**src/hdl/ifs_cg_pkg.sv**
```systemverilog
// ifs_cg_pkg: shared widths, codes and control types of the chaos-game step core.
// No dependencies; compiled first.
package ifs_cg_pkg;

  localparam int ENTRY_W       = 3;   // entry_index and chosen_index
  localparam int WEIGHT_W      = 10;  // weight and random_draw
  localparam int COUNT_W       = 4;   // map_count register
  localparam int STATUS_W      = 2;
  localparam int FRAC_BITS     = 16;  // Q8.16 fraction
  localparam int COEFS_PER_MAP = 6;

  // word slots inside one stored map row
  localparam int SLOT_XA = 0;
  localparam int SLOT_XB = 1;
  localparam int SLOT_XC = 2;
  localparam int SLOT_YA = 3;
  localparam int SLOT_YB = 4;
  localparam int SLOT_YC = 5;

  localparam logic KIND_LOAD = 1'b0;
  localparam logic KIND_STEP = 1'b1;

  typedef enum logic [STATUS_W-1:0] {
    STATUS_NORMAL = 2'd0,
    STATUS_BEYOND = 2'd1,
    STATUS_EMPTY  = 2'd2
  } status_t;

  // multiplier selects: xa*x, xb*y, ya*x, yb*y
  localparam logic [1:0] MSEL_XA = 2'd0;
  localparam logic [1:0] MSEL_XB = 2'd1;
  localparam logic [1:0] MSEL_YA = 2'd2;
  localparam logic [1:0] MSEL_YB = 2'd3;

  // sequencer to shared multiply/accumulate unit
  typedef struct packed {
    logic       mul;      // load product register
    logic [1:0] mul_sel;  // operand pair
    logic       acc_ld;   // first product of a pair into accumulator
    logic       acc_add;  // add second product plus rounding half
    logic       fin;      // shift, add offset, clamp, store
    logic       fin_y;    // finishing y (else x)
  } mac_ctrl_t;

endpackage

```
**src/hdl/ifs_cg_in_if.sv**
```systemverilog
// ifs_cg_in_if: input item channel (load or step) with valid/ready.
// Uses ifs_cg_pkg for field widths.
interface ifs_cg_in_if #(
  parameter int WORD_WIDTH = 24
);
  logic                               valid;
  logic                               ready;
  logic                               kind;
  logic [ifs_cg_pkg::ENTRY_W-1:0]     entry_index;
  logic signed [WORD_WIDTH-1:0]       coef_xa;
  logic signed [WORD_WIDTH-1:0]       coef_xb;
  logic signed [WORD_WIDTH-1:0]       coef_xc;
  logic signed [WORD_WIDTH-1:0]       coef_ya;
  logic signed [WORD_WIDTH-1:0]       coef_yb;
  logic signed [WORD_WIDTH-1:0]       coef_yc;
  logic [ifs_cg_pkg::WEIGHT_W-1:0]    weight;
  logic [ifs_cg_pkg::WEIGHT_W-1:0]    random_draw;
  logic signed [WORD_WIDTH-1:0]       point_x;
  logic signed [WORD_WIDTH-1:0]       point_y;

  modport source (
    output valid, kind, entry_index, coef_xa, coef_xb, coef_xc,
           coef_ya, coef_yb, coef_yc, weight, random_draw, point_x, point_y,
    input  ready
  );
  modport sink (
    input  valid, kind, entry_index, coef_xa, coef_xb, coef_xc,
           coef_ya, coef_yb, coef_yc, weight, random_draw, point_x, point_y,
    output ready
  );
endinterface

```
**src/hdl/ifs_cg_out_if.sv**
```systemverilog
// ifs_cg_out_if: result item channel with valid/ready.
// Uses ifs_cg_pkg for field widths.
interface ifs_cg_out_if #(
  parameter int WORD_WIDTH = 24
);
  logic                               valid;
  logic                               ready;
  logic signed [WORD_WIDTH-1:0]       new_x;
  logic signed [WORD_WIDTH-1:0]       new_y;
  logic [ifs_cg_pkg::ENTRY_W-1:0]     chosen_index;
  logic [ifs_cg_pkg::STATUS_W-1:0]    status;
  logic                               saturated;

  modport source (
    output valid, new_x, new_y, chosen_index, status, saturated,
    input  ready
  );
  modport sink (
    input  valid, new_x, new_y, chosen_index, status, saturated,
    output ready
  );
endinterface

```
**src/hdl/ifs_cg_top.sv**
```systemverilog
// Chaos-game step core: load items write a map, step items walk the weights
// and apply the chosen affine map. A step runs through the walk, fetch and
// multiply states to done, then into the result register; the weight walk
// does one add and compare a cycle, and four products share one multiplier.
// A new item is taken only in idle, once the previous step is through. With
// no maps a step goes straight to done. rst_n is synchronous.
module ifs_chaos_game_point_step_core #(
  parameter int MAX_MAPS   = 8,
  parameter int WORD_WIDTH = 24
) (
  input  logic                               clk,
  input  logic                               rst_n,
  input  logic                               cfg_we,
  input  logic [ifs_cg_pkg::COUNT_W-1:0]     cfg_data,
  ifs_cg_in_if.sink                          in_item,
  ifs_cg_out_if.source                       out_item
);
  localparam int WW    = WORD_WIDTH;
  localparam int IDX_W = (MAX_MAPS > 1) ? $clog2(MAX_MAPS) : 1;
  localparam int CMP_W = ifs_cg_pkg::COUNT_W + 1;   // holds MAX_MAPS up to 31
  localparam int SUM_W = ifs_cg_pkg::WEIGHT_W + CMP_W;
  localparam int ROW_W = ifs_cg_pkg::COEFS_PER_MAP * WW;
  localparam logic [2:0] MK_LAST = 3'd5;

  typedef enum logic [2:0] {
    S_IDLE,
    S_WALK,
    S_FETCH,
    S_MUL,
    S_DONE
  } state_t;

  state_t                               state_r, state_nxt;
  logic [ifs_cg_pkg::COUNT_W-1:0]       map_count_r;
  logic [CMP_W-1:0]                     cnt;

  // step item context
  logic [ifs_cg_pkg::WEIGHT_W-1:0]      draw_r;
  logic signed [WW-1:0]                 px_r, py_r;
  logic [SUM_W-1:0]                     sum_r, sum_new;
  logic [IDX_W-1:0]                     walk_idx_r, chosen_r;
  ifs_cg_pkg::status_t                  status_r;
  logic [2:0]                           mk_r;
  logic                                 hit, last;

  // result register
  logic                                 out_valid_r;
  logic signed [WW-1:0]                 new_x_r, new_y_r;
  logic [ifs_cg_pkg::ENTRY_W-1:0]       chosen_out_r;
  logic [ifs_cg_pkg::STATUS_W-1:0]      status_out_r;
  logic                                 sat_out_r;

  logic                                 in_fire, load_fire, step_fire;
  logic                                 out_free;
  logic                                 wr_en;
  logic [ifs_cg_pkg::WEIGHT_W-1:0]      wt_data;
  logic [ROW_W-1:0]                     wr_row, rd_row;
  ifs_cg_pkg::mac_ctrl_t                mac_ctrl;
  logic signed [WW-1:0]                 mac_x, mac_y;
  logic                                 mac_sat;

  // ---------------------------------------------------------------------
  // Handshakes
  // ---------------------------------------------------------------------
  assign in_item.ready = (state_r == S_IDLE);
  assign in_fire       = in_item.valid && in_item.ready;
  assign load_fire     = in_fire && (in_item.kind == ifs_cg_pkg::KIND_LOAD);
  assign step_fire     = in_fire && (in_item.kind == ifs_cg_pkg::KIND_STEP);
  // result register can take a new item once the old one is gone or leaving
  assign out_free      = !out_valid_r || out_item.ready;

  // count above MAX_MAPS acts as MAX_MAPS
  assign cnt = (CMP_W'(map_count_r) > CMP_W'(MAX_MAPS)) ? CMP_W'(MAX_MAPS)
                                                          : CMP_W'(map_count_r);

  // loads past the store depth are dropped
  assign wr_en  = load_fire && (CMP_W'(in_item.entry_index) < CMP_W'(MAX_MAPS));
  assign wr_row = {in_item.coef_yc, in_item.coef_yb, in_item.coef_ya,
                   in_item.coef_xc, in_item.coef_xb, in_item.coef_xa};

  // ---------------------------------------------------------------------
  // Weight walk: one weight added and compared per cycle
  // ---------------------------------------------------------------------
  assign sum_new = sum_r + SUM_W'(wt_data);
  assign hit     = sum_new >= SUM_W'(draw_r);
  assign last    = CMP_W'(walk_idx_r) == (cnt - CMP_W'(1));

  // ---------------------------------------------------------------------
  // Multiply schedule over mk 0..5:
  //   0..3 products xa*x, xb*y, ya*x, yb*y
  //   1,3  first product of a pair to accumulator; 2,4 pair sum + half
  //   3,5  round, add offset, clamp for x then y
  // ---------------------------------------------------------------------
  always_comb begin
    mac_ctrl         = '0;
    if (state_r == S_MUL) begin
      mac_ctrl.mul     = (mk_r <= 3'd3);
      mac_ctrl.mul_sel = mk_r[1:0];
      mac_ctrl.acc_ld  = (mk_r == 3'd1) || (mk_r == 3'd3);
      mac_ctrl.acc_add = (mk_r == 3'd2) || (mk_r == 3'd4);
      mac_ctrl.fin     = (mk_r == 3'd3) || (mk_r == MK_LAST);
      mac_ctrl.fin_y   = (mk_r == MK_LAST);
    end
  end

  // ---------------------------------------------------------------------
  // Sequencer
  // ---------------------------------------------------------------------
  always_comb begin
    state_nxt = state_r;
    unique case (state_r)
      S_IDLE: begin
        if (step_fire) begin
          state_nxt = (cnt == '0) ? S_DONE : S_WALK;
        end
      end
      S_WALK: begin
        if (hit || last) begin
          state_nxt = S_FETCH;
        end
      end
      S_FETCH: state_nxt = S_MUL;
      S_MUL: begin
        if (mk_r == MK_LAST) begin
          state_nxt = S_DONE;
        end
      end
      S_DONE: begin
        if (out_free) begin
          state_nxt = S_IDLE;
        end
      end
      default: state_nxt = S_IDLE;
    endcase
  end

  always_ff @(posedge clk) begin
    if (!rst_n) begin
      state_r     <= S_IDLE;
      out_valid_r <= 1'b0;
      map_count_r <= '0;
    end else begin
      state_r <= state_nxt;

      if (cfg_we) begin
        map_count_r <= cfg_data;
      end

      if (step_fire) begin
        draw_r     <= in_item.random_draw;
        px_r       <= in_item.point_x;
        py_r       <= in_item.point_y;
        sum_r      <= '0;
        walk_idx_r <= '0;
        chosen_r   <= '0;
        mk_r       <= '0;
        status_r   <= (cnt == '0) ? ifs_cg_pkg::STATUS_EMPTY
                                  : ifs_cg_pkg::STATUS_NORMAL;
      end

      if (state_r == S_WALK) begin
        sum_r      <= sum_new;
        walk_idx_r <= walk_idx_r + IDX_W'(1);
        if (hit) begin
          chosen_r <= walk_idx_r;
          status_r <= ifs_cg_pkg::STATUS_NORMAL;
        end else if (last) begin
          chosen_r <= walk_idx_r;
          status_r <= ifs_cg_pkg::STATUS_BEYOND;
        end
      end

      if (state_r == S_MUL) begin
        mk_r <= mk_r + 3'd1;
      end

      // result register
      if ((state_r == S_DONE) && out_free) begin
        out_valid_r  <= 1'b1;
        chosen_out_r <= ifs_cg_pkg::ENTRY_W'(chosen_r);
        status_out_r <= status_r;
        if (status_r == ifs_cg_pkg::STATUS_EMPTY) begin
          new_x_r   <= '0;
          new_y_r   <= '0;
          sat_out_r <= 1'b0;
        end else begin
          new_x_r   <= mac_x;
          new_y_r   <= mac_y;
          sat_out_r <= mac_sat;
        end
      end else if (out_item.ready) begin
        out_valid_r <= 1'b0;
      end
    end
  end

  assign out_item.valid        = out_valid_r;
  assign out_item.new_x        = new_x_r;
  assign out_item.new_y        = new_y_r;
  assign out_item.chosen_index = chosen_out_r;
  assign out_item.status       = status_out_r;
  assign out_item.saturated    = sat_out_r;

  // ---------------------------------------------------------------------
  // Map store and shared multiply unit
  // ---------------------------------------------------------------------
  ifs_cg_map_store #(
    .MAX_MAPS   (MAX_MAPS),
    .WORD_WIDTH (WORD_WIDTH)
  ) u_store (
    .clk       (clk),
    .wr_en     (wr_en),
    .wr_addr   (IDX_W'(in_item.entry_index)),
    .wr_row    (wr_row),
    .wr_weight (in_item.weight),
    .wt_addr   (walk_idx_r),
    .wt_data   (wt_data),
    .rd_en     (state_r == S_FETCH),
    .rd_addr   (chosen_r),
    .rd_row    (rd_row)
  );

  ifs_cg_mac #(
    .WORD_WIDTH (WORD_WIDTH)
  ) u_mac (
    .clk      (clk),
    .ctrl     (mac_ctrl),
    .coef_row (rd_row),
    .point_x  (px_r),
    .point_y  (py_r),
    .res_x    (mac_x),
    .res_y    (mac_y),
    .sat      (mac_sat)
  );

endmodule

```
**src/hdl/ifs_cg_map_store.sv**
```systemverilog
// ifs_cg_map_store: map coefficient row memory and weight registers.
// Uses ifs_cg_pkg.
module ifs_cg_map_store #(
  parameter int MAX_MAPS   = 8,
  parameter int WORD_WIDTH = 24
) (
  input  logic                                                clk,
  input  logic                                                wr_en,
  input  logic [((MAX_MAPS > 1) ? $clog2(MAX_MAPS) : 1)-1:0]  wr_addr,
  input  logic [ifs_cg_pkg::COEFS_PER_MAP*WORD_WIDTH-1:0]     wr_row,
  input  logic [ifs_cg_pkg::WEIGHT_W-1:0]                     wr_weight,
  input  logic [((MAX_MAPS > 1) ? $clog2(MAX_MAPS) : 1)-1:0]  wt_addr,
  output logic [ifs_cg_pkg::WEIGHT_W-1:0]                     wt_data,
  input  logic                                                rd_en,
  input  logic [((MAX_MAPS > 1) ? $clog2(MAX_MAPS) : 1)-1:0]  rd_addr,
  output logic [ifs_cg_pkg::COEFS_PER_MAP*WORD_WIDTH-1:0]     rd_row
);
  localparam int ROW_W = ifs_cg_pkg::COEFS_PER_MAP * WORD_WIDTH;

  logic [ROW_W-1:0]                 row_mem [MAX_MAPS];
  logic [ifs_cg_pkg::WEIGHT_W-1:0]  weight_r [MAX_MAPS];

  always_ff @(posedge clk) begin
    if (wr_en) begin
      row_mem[wr_addr]  <= wr_row;
      weight_r[wr_addr] <= wr_weight;
    end
    if (rd_en) begin
      rd_row <= row_mem[rd_addr];
    end
  end

  assign wt_data = weight_r[wt_addr];

endmodule

```
**src/hdl/ifs_cg_mac.sv**
```systemverilog
// ifs_cg_mac: shared signed multiplier with accumulate, round and clamp.
// Uses ifs_cg_pkg (mac_ctrl_t, slots, FRAC_BITS).
module ifs_cg_mac #(
  parameter int WORD_WIDTH = 24
) (
  input  logic                                             clk,
  input  ifs_cg_pkg::mac_ctrl_t                            ctrl,
  input  logic [ifs_cg_pkg::COEFS_PER_MAP*WORD_WIDTH-1:0]  coef_row,
  input  logic signed [WORD_WIDTH-1:0]                     point_x,
  input  logic signed [WORD_WIDTH-1:0]                     point_y,
  output logic signed [WORD_WIDTH-1:0]                     res_x,
  output logic signed [WORD_WIDTH-1:0]                     res_y,
  output logic                                             sat
);
  localparam int WW = WORD_WIDTH;
  localparam int FB = ifs_cg_pkg::FRAC_BITS;
  localparam int PW = 2 * WW;           // exact product
  localparam int SW = PW + 1;           // two products plus half
  localparam int TW = PW + 2 - FB;      // rounded sum plus offset
  localparam logic signed [SW-1:0] HALF = {{(SW-FB){1'b0}}, 1'b1, {(FB-1){1'b0}}};

  logic signed [WW-1:0] mul_a, mul_b, offset;
  logic signed [PW-1:0] prod_r, acc_r;
  logic signed [SW-1:0] sum_r;
  logic signed [TW-1:0] total;
  logic [TW-WW:0]       top_bits;
  logic                 in_range;
  logic signed [WW-1:0] clamped;
  logic signed [WW-1:0] res_x_r, res_y_r;
  logic                 sat_r;

  always_comb begin
    case (ctrl.mul_sel)
      ifs_cg_pkg::MSEL_XA: begin
        mul_a = coef_row[ifs_cg_pkg::SLOT_XA*WW +: WW];
        mul_b = point_x;
      end
      ifs_cg_pkg::MSEL_XB: begin
        mul_a = coef_row[ifs_cg_pkg::SLOT_XB*WW +: WW];
        mul_b = point_y;
      end
      ifs_cg_pkg::MSEL_YA: begin
        mul_a = coef_row[ifs_cg_pkg::SLOT_YA*WW +: WW];
        mul_b = point_x;
      end
      default: begin
        mul_a = coef_row[ifs_cg_pkg::SLOT_YB*WW +: WW];
        mul_b = point_y;
      end
    endcase
  end

  // floor((p1 + p2 + half) / 2^FB) + c, then clamp to the word range
  always_comb begin
    offset   = ctrl.fin_y ? coef_row[ifs_cg_pkg::SLOT_YC*WW +: WW]
                          : coef_row[ifs_cg_pkg::SLOT_XC*WW +: WW];
    total    = TW'($signed(sum_r[SW-1:FB])) + TW'(offset);
    top_bits = total[TW-1:WW-1];
    in_range = (&top_bits) || !(|top_bits);
    clamped  = in_range ? total[WW-1:0]
                        : {total[TW-1], {(WW-1){~total[TW-1]}}};
  end

  always_ff @(posedge clk) begin
    if (ctrl.mul) begin
      prod_r <= PW'(mul_a) * PW'(mul_b);
    end
    if (ctrl.acc_ld) begin
      acc_r <= prod_r;
    end
    if (ctrl.acc_add) begin
      sum_r <= SW'(acc_r) + SW'(prod_r) + HALF;
    end
    if (ctrl.fin) begin
      if (ctrl.fin_y) begin
        res_y_r <= clamped;
        sat_r   <= sat_r | !in_range;
      end else begin
        res_x_r <= clamped;
        sat_r   <= !in_range;
      end
    end
  end

  assign res_x = res_x_r;
  assign res_y = res_y_r;
  assign sat   = sat_r;

endmodule
```
**src/flat_wrapper.sv**
```systemverilog
// flat-port wrapper written by rule: the top's interface ports become plain ports
module ifs_chaos_game_point_step_core_flat 
#(
  parameter int MAX_MAPS   = 8,
  parameter int WORD_WIDTH = 24
)
  (clk, rst_n, cfg_we, cfg_data, in_item_valid, in_item_kind, in_item_entry_index, in_item_coef_xa, in_item_coef_xb, in_item_coef_xc, in_item_coef_ya, in_item_coef_yb, in_item_coef_yc, in_item_weight, in_item_random_draw, in_item_point_x, in_item_point_y, in_item_ready, out_item_valid, out_item_new_x, out_item_new_y, out_item_chosen_index, out_item_status, out_item_saturated, out_item_ready);
  ifs_cg_in_if #(.WORD_WIDTH(WORD_WIDTH)) in_item_i ();
  ifs_cg_out_if #(.WORD_WIDTH(WORD_WIDTH)) out_item_i ();
  input  logic clk;
  input  logic rst_n;
  input  logic cfg_we;
  input  logic [ifs_cg_pkg::COUNT_W-1:0] cfg_data;
  input wire logic [$bits(in_item_i.valid)-1:0] in_item_valid;
  input wire logic [$bits(in_item_i.kind)-1:0] in_item_kind;
  input wire logic [$bits(in_item_i.entry_index)-1:0] in_item_entry_index;
  input wire logic [$bits(in_item_i.coef_xa)-1:0] in_item_coef_xa;
  input wire logic [$bits(in_item_i.coef_xb)-1:0] in_item_coef_xb;
  input wire logic [$bits(in_item_i.coef_xc)-1:0] in_item_coef_xc;
  input wire logic [$bits(in_item_i.coef_ya)-1:0] in_item_coef_ya;
  input wire logic [$bits(in_item_i.coef_yb)-1:0] in_item_coef_yb;
  input wire logic [$bits(in_item_i.coef_yc)-1:0] in_item_coef_yc;
  input wire logic [$bits(in_item_i.weight)-1:0] in_item_weight;
  input wire logic [$bits(in_item_i.random_draw)-1:0] in_item_random_draw;
  input wire logic [$bits(in_item_i.point_x)-1:0] in_item_point_x;
  input wire logic [$bits(in_item_i.point_y)-1:0] in_item_point_y;
  output wire logic [$bits(in_item_i.ready)-1:0] in_item_ready;
  output wire logic [$bits(out_item_i.valid)-1:0] out_item_valid;
  output wire logic [$bits(out_item_i.new_x)-1:0] out_item_new_x;
  output wire logic [$bits(out_item_i.new_y)-1:0] out_item_new_y;
  output wire logic [$bits(out_item_i.chosen_index)-1:0] out_item_chosen_index;
  output wire logic [$bits(out_item_i.status)-1:0] out_item_status;
  output wire logic [$bits(out_item_i.saturated)-1:0] out_item_saturated;
  input wire logic [$bits(out_item_i.ready)-1:0] out_item_ready;
  assign in_item_i.valid = in_item_valid;
  assign in_item_i.kind = in_item_kind;
  assign in_item_i.entry_index = in_item_entry_index;
  assign in_item_i.coef_xa = in_item_coef_xa;
  assign in_item_i.coef_xb = in_item_coef_xb;
  assign in_item_i.coef_xc = in_item_coef_xc;
  assign in_item_i.coef_ya = in_item_coef_ya;
  assign in_item_i.coef_yb = in_item_coef_yb;
  assign in_item_i.coef_yc = in_item_coef_yc;
  assign in_item_i.weight = in_item_weight;
  assign in_item_i.random_draw = in_item_random_draw;
  assign in_item_i.point_x = in_item_point_x;
  assign in_item_i.point_y = in_item_point_y;
  assign in_item_ready = in_item_i.ready;
  assign out_item_valid = out_item_i.valid;
  assign out_item_new_x = out_item_i.new_x;
  assign out_item_new_y = out_item_i.new_y;
  assign out_item_chosen_index = out_item_i.chosen_index;
  assign out_item_status = out_item_i.status;
  assign out_item_saturated = out_item_i.saturated;
  assign out_item_i.ready = out_item_ready;
  ifs_chaos_game_point_step_core #(.MAX_MAPS(MAX_MAPS), .WORD_WIDTH(WORD_WIDTH)) u_core (.clk(clk), .rst_n(rst_n), .cfg_we(cfg_we), .cfg_data(cfg_data), .in_item(in_item_i), .out_item(out_item_i));
endmodule
```
**config.mk**
```make
export PLATFORM = sky130hd
export DESIGN_NAME = ifs_chaos_game_point_step_core_flat
export DESIGN_NICKNAME = d
export VERILOG_FILES = /design/src/hdl/ifs_cg_pkg.sv /design/src/hdl/ifs_cg_in_if.sv /design/src/hdl/ifs_cg_out_if.sv /design/src/hdl/ifs_cg_top.sv /design/src/hdl/ifs_cg_map_store.sv /design/src/hdl/ifs_cg_mac.sv /design/src/flat_wrapper.sv
export SDC_FILE = /design/constraint.sdc
export NUM_CORES = 2
export LEC_CHECK = 0
export ABC_AREA = 1
export ABC_CLOCK_PERIOD_IN_PS = 19600
export BUFFER_PORTS_ARGS = -buffer_cell sky130_fd_sc_hd__buf_2
export CORE_MARGIN = 5
export CORE_UTILIZATION = 55
export DETAILED_ROUTE_END_ITERATION = 8
export GPL_ROUTABILITY_DRIVEN = 0
export PLACE_DENSITY = 0.69
export SLEW_MARGIN = 40
export SYNTH_ARGS = -nofsm -noshare
export SYNTH_HDL_FRONTEND = slang
export SYNTH_HIERARCHICAL = 1
export SYNTH_SLANG_ARGS = --single-unit
export TNS_END_PERCENT = 5
```
**constraint.sdc**
```tcl
create_clock -name clk -period 19.6 [get_ports clk]
set_input_delay 0.98 -clock clk [delete_from_list [all_inputs] [get_ports clk]]
set_output_delay 0.98 -clock clk [all_outputs]
set_load 0.03 [all_outputs]
```
---- After elaboration in Yosys (flattened, before gate mapping) ----
Memories as Yosys holds them, arrays and structs flattened. A register that Yosys moved wholly into a read port is not among the register bits.
Cells that the tools add are included.
word-level totals
  register bits ........................... 340
  memory bits (writable) .................. 1232
  word-level logic and storage cells ...... 117
  memories kept ........................... 2
cells by class
  add/sub/neg operators ................... 7
  $mul .................................... 1
  $lt $le $gt $ge ......................... 3
  equal/unequal tests ..................... 17
  muxes and demuxes ....................... 32
  bitwise logic cells ..................... 4
  reductions and logical operators ........ 29
memory list
  memory                   words  bits a word  rd ports  clocked after memory_dff  wr ports  RTL line                source
  u_core.u_store.row_mem   8      144          1         1                         1         ifs_cg_map_store.sv:20  logic [ROW_W-1:0] row_mem [MAX_MAPS];
  u_core.u_store.weight_r  8      10           1         1                         1         ifs_cg_map_store.sv:21  logic [ifs_cg_pkg::WEIGHT_W-1:0] weight_r [MAX_MAPS];
operators with widths
  cell                                                              number
  24-bit two-way mux                                                3
  24-bit case mux with 3 select lines                               1
  48-bit by 48-bit adder with 49-bit output                         1
  49-bit by 17-bit adder with 49-bit output, second input constant  1
  24-bit by 24-bit multiplier with 48-bit output                    1
  3-bit two-way mux                                                 13
  33-bit by 24-bit adder with 34-bit output                         1
  15-bit two-way mux                                                2
  15-bit by 10-bit adder with 15-bit output                         1
  15-bit by 10-bit >= comparator with 1-bit output                  1
  3-bit case mux with 5 select lines                                1
  3-bit by 2-bit == test with 1-bit output, second input constant   4
  2-bit AND reduction                                               6
  11-bit AND reduction                                              1
  11-bit OR reduction                                               1
  2-bit two-way mux                                                 5
  3-bit == test, second input constant                              3
  7-bit two-way mux                                                 1
  3-bit by 1-bit adder with 3-bit output, second input constant     2
  3-bit by 1-bit == test with 1-bit output, second input constant   2
  1-bit logical OR                                                  6
  2-bit nonzero test                                                3
  3-bit by 5-bit == test with 1-bit output                          1
  5-bit zero test                                                   1
  17 further kinds                                                  31

---- Depth between registers and ports, before layout ----
  depth after elaboration ................. 11
  depth in mapped cells ................... 40
  gate-level depth less buffers ........... 37

---- Modules after synthesis ----
The synthesis kept the hierarchy.
by module, submodules not included
  module                          instances  cells each  area an instance (sq um)
  ifs_cg_map_store                1          5484        57955.6
  ifs_cg_mac                      1          4183        34150.3
  ifs_chaos_game_point_step_core  1          573         6441.2

---- Worst setup path before layout ----
No wires, ideal clock.
  kind .................................... register to register
  start ................................... register u_core.state_r[1]
  end ..................................... register u_core.state_r[1]
  data arrival time ....................... 11352 ps
  setup slack ............................. 8184 ps
  cell stages (with the launch flop) ...... 8
  buffers on the path ..................... 0
  path through ............................ dfxtp_1 -> inv_1 -> nor3_1 -> or2_2 -> inv_1 -> nand3_1 -> nand2_1 -> nor2_1
on the way
  longest elaborated chain between the ends .. 5
RTL lines
  element                                 RTL line                             source
  start: declaration                      ifs_cg_top.sv:33                     state_t state_r, state_nxt;
  start signal: assignment                ifs_cg_top.sv:143                    state_r <= state_nxt;
  3-bit zero test                         ifs_cg_top.sv:65, ifs_cg_top.sv:111
  1-bit logical AND                       ifs_cg_top.sv:66                     assign in_fire = in_item.valid && in_item.ready;
  1-bit logical AND                       ifs_cg_top.sv:68                     assign step_fire = in_fire && (in_item.kind == ifs_cg_pkg::KIND_STEP);
  2-bit inequality test (no source line)  -
  4-bit AND reduction (no source line)    -
Parallel ways exist; a longest one is shown, timed or not.
A chain may end at the register's enable or synchronous reset.

==> flow_summary.json <==
{
  "fmax_ghz": 0.09011,
  "report.final.slew_viol_count": 0,
  "cts-root-buf": "clkbuf_16",
  "setup_viol": 0,
  "critical_path_class": "reg -> reg",
  "die_w_um": 433.3,
  "post_cts_resized": 0,
  "ys.flop_type": "edfxtp_1",
  "fin_nets": 11570,
  "grt_pass1_vias": 68310,
  "final_cells": 12980,
  "synth_top_cell_by_area": "edfxtp_1",
  "cp_slowest_cell": "nor2_4",
  "clk_pin_slew_ns": 0.06,
  "viasPerCell": 5.314,
  "grt_start_max_net_pins": 195,
  "synth.distinct_cells": 53,
  "grt_pass1_wl_um": 391300,
  "endpoint_kind": "flop",
  "hpwlAfterDp_um": 171600,
  "finalSetupTns_ns": 0,
  "cts_tree": "done",
  "ys_seq_elements": 1700,
  "worst_pin_slew_ns": 1.161,
  "wl_um": 257400,
  "start_util": 0.5523,
  "std_cell_rows": 155,
  "whs_ns": 0.3010,
  "utilization": 0.6063,
  "cp.required_ns": 20.14,
  "dp.cells": 12620,
  "clkLatencyLatePin_ns": 0.85,
  "worst_setup_path_start_kind": "flop",
  "final_common_cell": "nand2_1",
  "htreeDepth": 4,
  "post-route-min-period_ns": 11.10,
  "post-route-period-util": 0.5662,
  "areaGrowthSynthToFinish_pct": 9.779,
  "synthArstFlopShare": 0,
  "max-slew-margin-rel": 0.2261,
  "worstPathArrival_ns": 11.64,
  "fp.dieH_um": 433.3,
  "status": "completed",
  "drt-initial-drc-count": 6454,
  "synth_top_area_frac": 0.5156,
  "drive_gt1_frac": 0.07189,
  "ioPinCount": 281,
  "postCtsHoldBufs": 0,
  "final_cell_mix": "nand2_1, inv_1, edfxtp_1, nand3_1, fa_1",
  "avgRoutedWirePerCell_um": 19.84,
  "cts_setup_buffers": 0,
  "route.detailed.drc": 0,
  "port_buffers": 280,
  "crit_fanout": 48,
  "skew_ns": 0.07325,
  "core-area_um2": 178400,
  "cpPeakStageDelay_ns": 0.80,
  "yosys_warnings": 6,
  "nFillCells": 14460,
  "grt_usage": 0.2732,
  "die_area_um2": 187700,
  "hold_viol": 0,
  "synth-edff-count": 1692,
  "cts_buffer_depth": 3,
  "rsz0062_at_grt": "false",
  "worst_path_most_repeated_cell": "fa_1",
  "hp-class": "in -> reg",
  "synthTopCellsByArea": "edfxtp_1, fa_1, nand2_1",
  "avgSynthCellArea_um2": 9.624,
  "cts_buffers": 175,
  "cts.sinks": 1700,
  "seq_area_frac_synth": 0.5172,
  "synth.net_count": 11360,
  "synthesis.area_um2": 98550,
  "postRouteAntennaNets": 0,
  "antenna_found_initial": 67,
  "drtPass1Iterations": 8,
  "synth_cells": 10240,
  "grt_overflow_total": 0,
  "max_cap_violations": 0,
  "route.vias.total": 68960
}
[cells in the mapped netlist, types with 6 or more instances]
cell type     n
nand4_1      22
xnor2_1      39
nor2_2       13
clkinv_1      7
or2_2        26
o21bai_1     11
nor3_1       24
a21o_1       19
nor4_1       11
xor2_1       82
dfxtp_1       8
nand3_2       9
nor2_1      556
and3_1        6
ha_1        287
buf_6        14
nand2_1    3054
fa_1        609
nand3_1     736
o21ai_1      11
nand2_2      22
edfxtp_1   1692
inv_2        15
buf_2       154
o21a_1       10
buf_1         8
o21ai_0     125
buf_4        48
a21oi_1     155
a31oi_1      22
and2_1        7
inv_1      2277
clkbuf_1    127
[kinds of logic (layout without fill, tap and decap cells)]
family          Yosys count  in the layout  synth area share
other cells               0             36                 0
buf+inv                2655           3001            0.1062
simple gates           4497           4497            0.1850
compound gates          371            371           0.02073
fa+ha+maj               896            896            0.1602
xor+xnor                121            121           0.01075
flops                  1700           1700            0.5172
[state kept, by name (all words and copies together), names as in the netlist, 4 cells and up]
name,count
u_core/out_item.new_y,24
u_core/sum_r,15
u_core/out_item.new_x,24
u_core/u_store/row_mem,1152
u_core/u_store/weight_r,80
u_core/u_mac/res_x,24
u_core/u_mac/prod_r,48
u_core/map_count_r,4
u_core/u_mac/acc_r,48
u_core/u_mac/sum_r,33
u_core/px_r,24
u_core/draw_r,10
u_core/py_r,24
u_core/u_store/rd_row,144
u_core/u_mac/res_y,24
[path summary, 6_finish.rpt]
| check | start | end | slack [ns] | cells after the start |
|---|---|---|---|---|
| setup / recovery | u_core/state_r[1] | u_core/u_mac/prod_r[42] | 8.50 | 28 |
| hold / removal | in_item_point_y[21] | u_core/py_r[21] | 0.30 | 1 |
| setup reg to reg | u_core/state_r[1] | u_core/u_mac/prod_r[42] | 8.50 | 28 |
| hold reg to reg | u_core/u_mac/prod_r[15] | u_core/u_mac/acc_r[15] | 0.45 | 0 |
[final cells by class]
class	instances	area (um2)	share of cell area
Multi-Input combinational cell	5885	37290	0.3447
Inverter	2301	8681	0.08024
Tap cell	2355	2947	0.02724
Sequential cell	1700	50970	0.4711
Timing Repair Buffer	386	2546	0.02354
Clock inverter	103	1129	0.01043
Antenna cell	36	90.09	0.0008327
Clock buffer	211	4534	0.04191
[critical path, delay by kind of cell (launching register included)]
kind,cells,cell delay (ns)
adder cells (fa/ha/maj),8,4.56
buffers and inverters,7,2.07
XOR/XNOR,1,0.14
flip-flops,1,0.42
AO/OA/AOI/OAI,1,0.13
AND/OR/NAND/NOR,11,3.43
[per-stage QoR]
step | area (um2) | setup WS (ns)
after global placement | 102100 | 8.810
after detailed placement | 102300 | 8.598
after global routing | 108100 | 7.899
final | 108200 | 8.503
after CTS | 108000 | 8.527
after floorplan | 98550 | 8.184
[metal layers]
metal,GRT usage,vias to the layer above,share of wire
li1,-,32060,-
met1,0.3492,33410,0.39
met2,0.4511,2849,0.48
met3,0.05890,615,0.086
met4,0.1222,24,0.045
met5,0,-,0.00049
Power is not shown: default switching activity piles up to over one toggle a cycle in this logic, so the estimate is an artifact.
